===== config.mk =====
export PLATFORM = sky130hd
export DESIGN_NAME = partial_register_file_alu
export DESIGN_NICKNAME = d
export VERILOG_FILES = /design/src/rtl/prf_pkg.sv /design/src/rtl/prf_regfile.sv /design/src/rtl/prf_alu.sv /design/src/rtl/partial_register_file_alu.sv
export VERILOG_INCLUDE_DIRS = /design/src /design/src/rtl
export SDC_FILE = /design/constraint.sdc
export NUM_CORES = 1
export LEC_CHECK = 0
export BUFFER_PORTS_ARGS = -buffer_cell sky130_fd_sc_hd__buf_2
export CAP_MARGIN = 15
export CORE_ASPECT_RATIO = 1.75
export CORE_MARGIN = 2
export CORE_UTILIZATION = 39
export CTS_CLUSTER_DIAMETER = 60
export CTS_CLUSTER_SIZE = 24
export DETAILED_ROUTE_END_ITERATION = 10
export GPL_ROUTABILITY_DRIVEN = 1
export PLACE_DENSITY_LB_ADDON = 0.25
export SYNTH_ARGS = -nofsm -noshare
export SYNTH_HDL_FRONTEND = slang
export SYNTH_HIERARCHICAL = 1
export SYNTH_SLANG_ARGS = --single-unit

===== constraint.sdc =====
create_clock -name clk_i -period 12.85 [get_ports clk_i]
set_input_delay 0 -clock clk_i [delete_from_list [all_inputs] [get_ports clk_i]]
set_output_delay 0 -clock clk_i [all_outputs]
set_load 0.05 [all_outputs]

===== src/rtl/partial_register_file_alu_macros.svh =====
// ----------------------------------------------------------------------------
// Assertion macros for the partial register file ALU
// Concurrent assertion wrappers, compiled out for synthesis.
// ----------------------------------------------------------------------------
`ifndef PARTIAL_REGISTER_FILE_ALU_MACROS_SVH
`define PARTIAL_REGISTER_FILE_ALU_MACROS_SVH

`ifndef SYNTHESIS
// Check prop on every rising clock edge, disabled while reset is asserted.
`define PRF_ASSERT(lbl, clk, rstn, prop, msg) \
  lbl: assert property (@(posedge clk) disable iff (!rstn) prop) else $error(msg);
// Check prop on every rising clock edge, reset included.
`define PRF_ASSERT_ALWAYS(lbl, clk, prop, msg) \
  lbl: assert property (@(posedge clk) prop) else $error(msg);
`else
`define PRF_ASSERT(lbl, clk, rstn, prop, msg)
`define PRF_ASSERT_ALWAYS(lbl, clk, prop, msg)
`endif

`endif


===== src/rtl/prf_pkg.sv =====
// ----------------------------------------------------------------------------
// prf_pkg
// Shared codes, widths and types of the partial register file ALU.
// ----------------------------------------------------------------------------
package prf_pkg;

  localparam int unsigned DataW = 32;
  localparam int unsigned ActW  = 3;
  localparam int unsigned CodeW = 4;

  // Actions
  localparam logic [ActW-1:0] ACT_SHOW = 3'd1;
  localparam logic [ActW-1:0] ACT_MOV  = 3'd2;
  localparam logic [ActW-1:0] ACT_ADD  = 3'd3;
  localparam logic [ActW-1:0] ACT_SUB  = 3'd4;

  // Register view codes
  localparam logic [CodeW-1:0] CODE_EAX = 4'd0;
  localparam logic [CodeW-1:0] CODE_ECX = 4'd1;
  localparam logic [CodeW-1:0] CODE_EDX = 4'd2;
  localparam logic [CodeW-1:0] CODE_AX  = 4'd3;
  localparam logic [CodeW-1:0] CODE_CX  = 4'd4;
  localparam logic [CodeW-1:0] CODE_DX  = 4'd5;
  localparam logic [CodeW-1:0] CODE_AL  = 4'd6;
  localparam logic [CodeW-1:0] CODE_AH  = 4'd7;
  localparam logic [CodeW-1:0] CODE_CL  = 4'd8;
  localparam logic [CodeW-1:0] CODE_CH  = 4'd9;
  localparam logic [CodeW-1:0] CODE_DL  = 4'd10;
  localparam logic [CodeW-1:0] CODE_DH  = 4'd11;
  localparam logic [CodeW-1:0] CODE_EIP = 4'd12;

  // Register file write request
  typedef struct packed {
    logic              en;
    logic [CodeW-1:0]  code;
    logic [DataW-1:0]  value;
  } wr_req_t;

  // Register file read result
  typedef struct packed {
    logic              ok;
    logic [DataW-1:0]  value;
  } rd_view_t;

endpackage


===== src/rtl/prf_regfile.sv =====
// ----------------------------------------------------------------------------
// prf_regfile
// EAX/ECX/EDX with partial views, plus the instruction counter.
// ----------------------------------------------------------------------------
module prf_regfile (
  input  logic                          clk_i,
  input  logic                          rst_ni,
  input  logic                          step_i,
  input  prf_pkg::wr_req_t              wr_i,
  input  logic [prf_pkg::CodeW-1:0]     src_code_i,
  input  logic [prf_pkg::CodeW-1:0]     dst_code_i,
  output prf_pkg::rd_view_t             src_view_o,
  output prf_pkg::rd_view_t             dst_view_o
);

  `include "partial_register_file_alu_macros.svh"

  logic [prf_pkg::DataW-1:0] reg_a_q, reg_a_d;
  logic [prf_pkg::DataW-1:0] reg_c_q, reg_c_d;
  logic [prf_pkg::DataW-1:0] reg_d_q, reg_d_d;
  logic [prf_pkg::DataW-1:0] count_q, count_d;
  logic [prf_pkg::DataW-1:0] count_inc;

  // Counter as seen by this step, i.e. after its own increment
  assign count_inc = count_q + 32'd1;

  function automatic prf_pkg::rd_view_t read_view(
    input logic [prf_pkg::CodeW-1:0] code,
    input logic [prf_pkg::DataW-1:0] a,
    input logic [prf_pkg::DataW-1:0] c,
    input logic [prf_pkg::DataW-1:0] d,
    input logic [prf_pkg::DataW-1:0] cnt
  );
    prf_pkg::rd_view_t r;
    r.ok    = 1'b1;
    r.value = '0;
    case (code)
      prf_pkg::CODE_EAX: r.value = a;
      prf_pkg::CODE_ECX: r.value = c;
      prf_pkg::CODE_EDX: r.value = d;
      prf_pkg::CODE_AX:  r.value = {16'd0, a[15:0]};
      prf_pkg::CODE_CX:  r.value = {16'd0, c[15:0]};
      prf_pkg::CODE_DX:  r.value = {16'd0, d[15:0]};
      prf_pkg::CODE_AL:  r.value = {24'd0, a[7:0]};
      prf_pkg::CODE_AH:  r.value = {24'd0, a[15:8]};
      prf_pkg::CODE_CL:  r.value = {24'd0, c[7:0]};
      prf_pkg::CODE_CH:  r.value = {24'd0, c[15:8]};
      prf_pkg::CODE_DL:  r.value = {24'd0, d[7:0]};
      prf_pkg::CODE_DH:  r.value = {24'd0, d[15:8]};
      prf_pkg::CODE_EIP: r.value = cnt;
      default:           r.ok    = 1'b0;
    endcase
    return r;
  endfunction

  assign src_view_o = read_view(src_code_i, reg_a_q, reg_c_q, reg_d_q, count_inc);
  assign dst_view_o = read_view(dst_code_i, reg_a_q, reg_c_q, reg_d_q, count_inc);

  // Merge the write into the addressed part only
  always_comb begin
    reg_a_d = reg_a_q;
    reg_c_d = reg_c_q;
    reg_d_d = reg_d_q;
    count_d = step_i ? count_inc : count_q;
    if (wr_i.en) begin
      case (wr_i.code)
        prf_pkg::CODE_EAX: reg_a_d = wr_i.value;
        prf_pkg::CODE_ECX: reg_c_d = wr_i.value;
        prf_pkg::CODE_EDX: reg_d_d = wr_i.value;
        prf_pkg::CODE_AX:  reg_a_d[15:0] = wr_i.value[15:0];
        prf_pkg::CODE_CX:  reg_c_d[15:0] = wr_i.value[15:0];
        prf_pkg::CODE_DX:  reg_d_d[15:0] = wr_i.value[15:0];
        prf_pkg::CODE_AL:  reg_a_d[7:0]  = wr_i.value[7:0];
        prf_pkg::CODE_AH:  reg_a_d[15:8] = wr_i.value[7:0];
        prf_pkg::CODE_CL:  reg_c_d[7:0]  = wr_i.value[7:0];
        prf_pkg::CODE_CH:  reg_c_d[15:8] = wr_i.value[7:0];
        prf_pkg::CODE_DL:  reg_d_d[7:0]  = wr_i.value[7:0];
        prf_pkg::CODE_DH:  reg_d_d[15:8] = wr_i.value[7:0];
        default: begin
          // counter and invalid codes are never written
        end
      endcase
    end
  end

  always_ff @(posedge clk_i or negedge rst_ni) begin
    if (!rst_ni) begin
      reg_a_q <= '0;
      reg_c_q <= '0;
      reg_d_q <= '0;
      count_q <= '0;
    end else begin
      reg_a_q <= reg_a_d;
      reg_c_q <= reg_c_d;
      reg_d_q <= reg_d_d;
      count_q <= count_d;
    end
  end

  `PRF_ASSERT(a_count_step, clk_i, rst_ni, step_i |=> count_q == $past(count_q) + 32'd1, "counter did not advance on a step")
  `PRF_ASSERT(a_count_hold, clk_i, rst_ni, !step_i |=> $stable(count_q), "counter moved without a step")
  `PRF_ASSERT(a_al_merge, clk_i, rst_ni, (wr_i.en && wr_i.code == prf_pkg::CODE_AL) |=> reg_a_q[31:8] == $past(reg_a_q[31:8]), "AL write disturbed upper EAX bits")

endmodule


===== src/rtl/prf_alu.sv =====
// ----------------------------------------------------------------------------
// prf_alu
// Decode one instruction, form the write request and the show word.
// ----------------------------------------------------------------------------
module prf_alu (
  input  logic [prf_pkg::ActW-1:0]   action_i,
  input  logic [prf_pkg::CodeW-1:0]  dest_code_i,
  input  logic                       source_is_immediate_i,
  input  logic [prf_pkg::CodeW-1:0]  source_code_i,
  input  logic [prf_pkg::DataW-1:0]  immediate_i,
  input  prf_pkg::rd_view_t          src_view_i,
  input  prf_pkg::rd_view_t          dst_view_i,
  output prf_pkg::wr_req_t           wr_o,
  output logic                       show_valid_o,
  output logic [prf_pkg::DataW-1:0]  show_value_o
);

  logic                      is_arith;
  logic                      dst_writable;
  logic                      src_ok;
  logic [prf_pkg::DataW-1:0] src_val;

  assign src_val = source_is_immediate_i ? immediate_i : src_view_i.value;

  assign is_arith = (action_i == prf_pkg::ACT_MOV) || (action_i == prf_pkg::ACT_ADD) ||
                    (action_i == prf_pkg::ACT_SUB);

  // Counter and invalid codes: neither writable nor usable as a source
  assign dst_writable = dst_view_i.ok && (dest_code_i != prf_pkg::CODE_EIP);
  assign src_ok       = source_is_immediate_i ||
                        (src_view_i.ok && (source_code_i != prf_pkg::CODE_EIP));

  always_comb begin
    wr_o.en   = is_arith && dst_writable && src_ok;
    wr_o.code = dest_code_i;
    case (action_i)
      prf_pkg::ACT_ADD: wr_o.value = dst_view_i.value + src_val;
      prf_pkg::ACT_SUB: wr_o.value = dst_view_i.value - src_val;
      default:          wr_o.value = src_val;
    endcase
  end

  assign show_valid_o = (action_i == prf_pkg::ACT_SHOW) &&
                        (source_is_immediate_i || src_view_i.ok);
  assign show_value_o = src_val;

endmodule


===== src/rtl/partial_register_file_alu.sv =====
// ----------------------------------------------------------------------------
// partial_register_file_alu
// One decoded instruction per word against EAX/ECX/EDX and a counter.
// ----------------------------------------------------------------------------
//
//  channel | direction | handshake                | payload
//  --------+-----------+--------------------------+-------------------------------
//  in      | input     | in_valid_i / in_stall_o  | action, codes, flag, immediate
//  out     | output    | out_valid_o / out_stall_i| shown_value_o
//
//  One word per cycle is taken while in_stall_o is low. A word executes in the
//  input register: the register file is read, the add/sub done and the write
//  merged at the next edge, so the following word sees the updated state.
//  A show word then moves into the output register, which drives out_valid_o,
//  once that register is free.
//  Reset clears the registers, the counter and both valid flags.
//  in_stall_o rises only while a show word waits behind a stalled output word.
// ----------------------------------------------------------------------------
module partial_register_file_alu (
  input  logic                       clk_i,
  input  logic                       rst_ni,
  input  logic                       in_valid_i,
  output logic                       in_stall_o,
  input  logic [prf_pkg::ActW-1:0]   action_i,
  input  logic [prf_pkg::CodeW-1:0]  dest_code_i,
  input  logic                       source_is_immediate_i,
  input  logic [prf_pkg::CodeW-1:0]  source_code_i,
  input  logic [prf_pkg::DataW-1:0]  immediate_i,
  output logic                       out_valid_o,
  input  logic                       out_stall_i,
  output logic [prf_pkg::DataW-1:0]  shown_value_o
);

  `include "partial_register_file_alu_macros.svh"

  // Input register
  logic                      s1_valid_q;
  logic [prf_pkg::ActW-1:0]  s1_action_q;
  logic [prf_pkg::CodeW-1:0] s1_dest_q;
  logic                      s1_imm_sel_q;
  logic [prf_pkg::CodeW-1:0] s1_src_q;
  logic [prf_pkg::DataW-1:0] s1_imm_q;

  // Result register
  logic                      out_valid_q;
  logic [prf_pkg::DataW-1:0] out_value_q;

  prf_pkg::rd_view_t         src_view;
  prf_pkg::rd_view_t         dst_view;
  prf_pkg::wr_req_t          wr_req;
  prf_pkg::wr_req_t          wr_gated;
  logic                      show_valid;
  logic [prf_pkg::DataW-1:0] show_value;

  logic exec_go;
  logic in_take;
  logic out_free;

  // The output slot frees up this cycle if empty or being taken
  assign out_free = !out_valid_q || !out_stall_i;
  // Execute unless a show word would overrun a held output word
  assign exec_go  = s1_valid_q && (out_free || !show_valid);
  // Stall the input only while the input register is full and stuck
  assign in_stall_o = s1_valid_q && !exec_go;
  assign in_take    = in_valid_i && !in_stall_o;

  always_ff @(posedge clk_i or negedge rst_ni) begin
    if (!rst_ni) begin
      s1_valid_q <= 1'b0;
    end else if (in_take || exec_go) begin
      s1_valid_q <= in_take;
    end
  end

  // Payload: load on accept, hold otherwise
  always_ff @(posedge clk_i) begin
    if (in_take) begin
      s1_action_q  <= action_i;
      s1_dest_q    <= dest_code_i;
      s1_imm_sel_q <= source_is_immediate_i;
      s1_src_q     <= source_code_i;
      s1_imm_q     <= immediate_i;
    end
  end

  prf_regfile u_regfile (
    .clk_i      (clk_i),
    .rst_ni     (rst_ni),
    .step_i     (exec_go),
    .wr_i       (wr_gated),
    .src_code_i (s1_src_q),
    .dst_code_i (s1_dest_q),
    .src_view_o (src_view),
    .dst_view_o (dst_view)
  );

  prf_alu u_alu (
    .action_i              (s1_action_q),
    .dest_code_i           (s1_dest_q),
    .source_is_immediate_i (s1_imm_sel_q),
    .source_code_i         (s1_src_q),
    .immediate_i           (s1_imm_q),
    .src_view_i            (src_view),
    .dst_view_i            (dst_view),
    .wr_o                  (wr_req),
    .show_valid_o          (show_valid),
    .show_value_o          (show_value)
  );

  // Gate the write with the execute strobe
  always_comb begin
    wr_gated    = wr_req;
    wr_gated.en = wr_req.en && exec_go;
  end

  // Result register: drop a taken word, load a new show word
  always_ff @(posedge clk_i or negedge rst_ni) begin
    if (!rst_ni) begin
      out_valid_q <= 1'b0;
    end else if (exec_go && show_valid) begin
      out_valid_q <= 1'b1;
    end else if (!out_stall_i) begin
      out_valid_q <= 1'b0;
    end
  end

  always_ff @(posedge clk_i) begin
    if (exec_go && show_valid) begin
      out_value_q <= show_value;
    end
  end

  assign out_valid_o   = out_valid_q;
  assign shown_value_o = out_value_q;

  `PRF_ASSERT_ALWAYS(a_stall_needs_word, clk_i, in_stall_o |-> s1_valid_q, "input stalled with empty input register")
  `PRF_ASSERT(a_s1_hold, clk_i, rst_ni, (s1_valid_q && !exec_go) |=> s1_valid_q && $stable(s1_imm_q) && $stable(s1_action_q), "stuck input word changed")
  `PRF_ASSERT(a_no_overrun, clk_i, rst_ni, (out_valid_q && out_stall_i) |=> $stable(out_value_q), "held output word overwritten")

endmodule

==> results.toml <==
[routing]
vias = 12541
vias_per_cell = 6.11
routed_wl_um = 52600
wl_per_cell_um = 25.7
drcViolationCount = 0
first_iter_violations = 998
detail-route-antenna-nets = 0
firstDrtPassIters = 6

[timing]
tightest_slew_ns = 1.18
rsz0062_at_grt = "false"
setup_tns_ns = 0
fin_crit_sh_pct = 51.7
finalHoldViolCount = 0
final.min_clock_period_ns = 6.65
finalMaxSlewViolations = 0
finalSetupViolCount = 0
timing.fmax_ghz = 0.150
maxSlewHeadroom_pct = 20.6
clock_skew_ns = 0.0350

[finish]
final_layout_size_suffix_gt1_share_pct = 16.4
final_core_util_pct = 44.4
finalInstanceArea_sq_um = 16200
syn_to_final_growth_pct = 12.8
regArea_sq_um = 5540
fin_cells = 2051
final_nets = 1648
antennaDiodeCount = 0
nFillCells = 3613
multi_input_area_sq_um = 8280

[clock_network]
postCtsSetupBuffers = 0
cts_tree = "yes"
h-tree-depth = 1
cts_resized = 0
cts_made_buffers = 17
cts.sinks = 206
postCtsHoldBufs = 48
cts_buffer_depth = 3
cts_root_buf = "clkbuf_16"
insertion_delay_ns = 0.53
clk_pin_slew_ns = 0.09

[synth]
synth_fp_nets = 1571
synth_area_leaders = "dfrtp_1 (23%), edfxtp_1 (16%), mux2_2 (6.6%), mux2i_1 (6.5%), xnor2_1 (4.3%)"
synthCells = 1489
yosys_warnings = 6
ys_types = 84
avgSynthCellArea_sq_um = 9.65
yosys.area.top_type = "dfrtp_1"
synth_area_sq_um = 14400
synth.top_cell.area_share_pct = 22.6
synth_seq_cells = 206
synth_async_sr_flop_share_pct = 63.1
seq_area_frac_synth_pct = 38.5
ys.flop_type = "dfrtp_1"
synth-edff-count = 76

[floorplanning]
start_util_pct = 39.3
die_width_um = 149
rows = 93
dieArea_sq_um = 38500
core_sq_um = 36500
fp.dieH_um = 258
io_pins = 82

[power_and_ir_drop]
seqPwrFrac_pct = 42.3
sw_frac_of_total_pct = 38.6
p_leak_nw = 7.01
pwr-share-comb_pct = 31.3
p_per_area_nw_per_um2 = 133
ir_drop_v = 0.000154
p_int_mw = 1.32
total_power_mw = 2.16
p_clk_share_pct = 26.5
switching_power_mw = 0.834

[job]
cap_violations = 0

[grt]
overflow = 0
antenna_found_initial = 0
grt_max_degree = 74
grt_pass1_vias = 12341
grt_usage_pct = 26.9
grt_first_pass_wirelength_um = 76900

[critical_path]
cp-end-kind = "register"
r2r_setup_slack_ns = 6.20
crit_fanout = 34
worst_ep_arrival_time_ns = 7.05
start_kind = "register"
path_class = "register to register"
r2r_start = "s1_src_q[0]"
r2r_cells = 22
required_ns = 13.25
worstReg2RegEnd = "u_regfile/reg_d_q[31]"
cp-endpoint = "u_regfile/reg_d_q[31]"
cp-startpoint = "s1_src_q[0]"

[placement]
placed_area_sq_um = 15100
io_buffers = 81
place.gp.congestion = 1.00
dp_hpwl_um = 38700
place_inst = 1973

[hold_path]
hp-class = "input pin to async pin"

[outcome]
status = "finished, final reports clean"
per-layer routing:
metal	track usage, %	wire length (um)	up-vias
met5	0	0	-
met4	26.5	6340	0
met3	3.07	2340	210
met2	47.5	26700	493
met1	26.6	17300	6162
li1	-	-	5676
area by class of cell:
| type | count | area share, % |
|---|---|---|
| Multi-Input combinational cell | 1153 | 51.1 |
| Timing Repair Buffer | 153 | 6.66 |
| Inverter | 35 | 0.810 |
| Clock inverter | 11 | 0.996 |
| Clock buffer | 18 | 2.65 |
| Sequential cell | 206 | 34.1 |
| Tap cell | 475 | 3.67 |
power by group through the flow:
stage          combinational, mW  clock [mW]  sequential, mW
2_1_floorplan              0.447           0           0.859
3_3_place_gp               0.640           0           0.919
3_5_place_dp               0.647           0           0.918
4_1_cts                    0.661       0.586           0.906
5_1_grt                    0.726       0.607           0.919
6_report                   0.675       0.571           0.913
critical path, stage by stage, from the launching register on:
cell	delay [ns]
edfxtp_1	0.33
buf_4	0.44
nor2_1	0.30
a22o_1	0.42
a221oi_1	0.34
nand2_1	0.10
mux2i_1	0.40
ha_1	0.29
inv_1	0.06
or3_4	0.41
or3_4	0.42
nor2_1	0.20
a21oi_1	0.13
xnor2_1	0.23
ha_1	0.40
a21o_1	0.25
o21bai_1	0.17
nor3b_1	0.28
o211ai_1	0.19
a311oi_1	0.37
mux2i_1	0.32
xnor2_1	0.16
mux2_2	0.28
stage by stage:
stage | hold WS, ns | setup slack, ns
2_1_floorplan | -0.296 | 7.22
3_3_place_gp | 0.00639 | 6.31
3_5_place_dp | 0.0194 | 6.37
4_1_cts | 0.0411 | 6.32
5_1_grt | 0.0714 | 5.75
6_report | 0.0104 | 6.20
flip-flops by register name (all words and copies together) (netlist names):
| name | cells |
|---|---|
| s1_action_q | 3 |
| shown_value_o | 32 |
| s1_valid_q | 1 |
| u_regfile/reg_d_q | 32 |
| s1_src_q | 4 |
| s1_dest_q | 4 |
| s1_imm_sel_q | 1 |
| u_regfile/reg_c_q | 32 |
| s1_imm_q | 32 |
| u_regfile/count_q | 32 |
| u_regfile/reg_a_q | 32 |
| out_valid_o | 1 |
cells in the final DEF, fill, tap and decap left out, drive strengths merged, types with 9 or more instances in the layout:
master	Yosys	final
nand2	108	108
buf	55	105
a22oi	29	29
ha	33	33
a221oi	14	14
edfxtp	76	76
mux2	90	90
o211ai	10	10
nor3	30	30
a31oi	13	13
nor3b	17	17
inv	35	43
a21o	22	22
dlygate4sd3	0	48
a22o	14	14
nor2b	21	21
xor2	43	43
and3	19	19
or3	10	10
clkbuf	40	18
nor2	127	127
mux2i	94	94
xnor2	71	71
nand3	34	34
o22ai	41	41
a21oi	100	100
o21ai	61	61
nor4	9	9
dfrtp	130	130
nand4	20	20
and4	13	13
worst min-delay path by stage:
stage          startpoint               endpoint  slack [ns]  cells after the start
2_1_floorplan      rst_ni            out_valid_o       -0.30                      0
3_3_place_gp       rst_ni  u_regfile/count_q[28]       0.006                      1
3_5_place_dp       rst_ni  u_regfile/count_q[24]        0.02                      1
4_1_cts            rst_ni   u_regfile/count_q[5]        0.04                      2
5_1_grt            rst_ni             s1_valid_q        0.07                      2
6_report           rst_ni  u_regfile/count_q[24]        0.01                      2
cell usage after synthesis, drive strengths merged (20+ instances only):
library cell  count
mux2             90
mux2i            94
ha               33
xnor2            71
a21o             22
o22ai            41
a22oi            29
nand2           108
dfrtp           130
nor3             30
clkbuf           40
o21ai            61
nor2b            21
edfxtp           76
inv              35
nand3            34
nor2            127
xor2             43
a21oi           100
buf              55
nand4            20
cell families after synthesis:
family	after synthesis	share of synthesized area, %
AO/OA/AOI/OAI	370	17.1
XOR/XNOR	114	7.00
buffers and inverters	130	4.00
AND/OR/NAND/NOR	451	16.7
flip-flops	206	38.5
multiplexers	184	13.6
adder cells (fa/ha/maj)	34	3.01
Note: power is estimated with default switching activity, not from simulation.
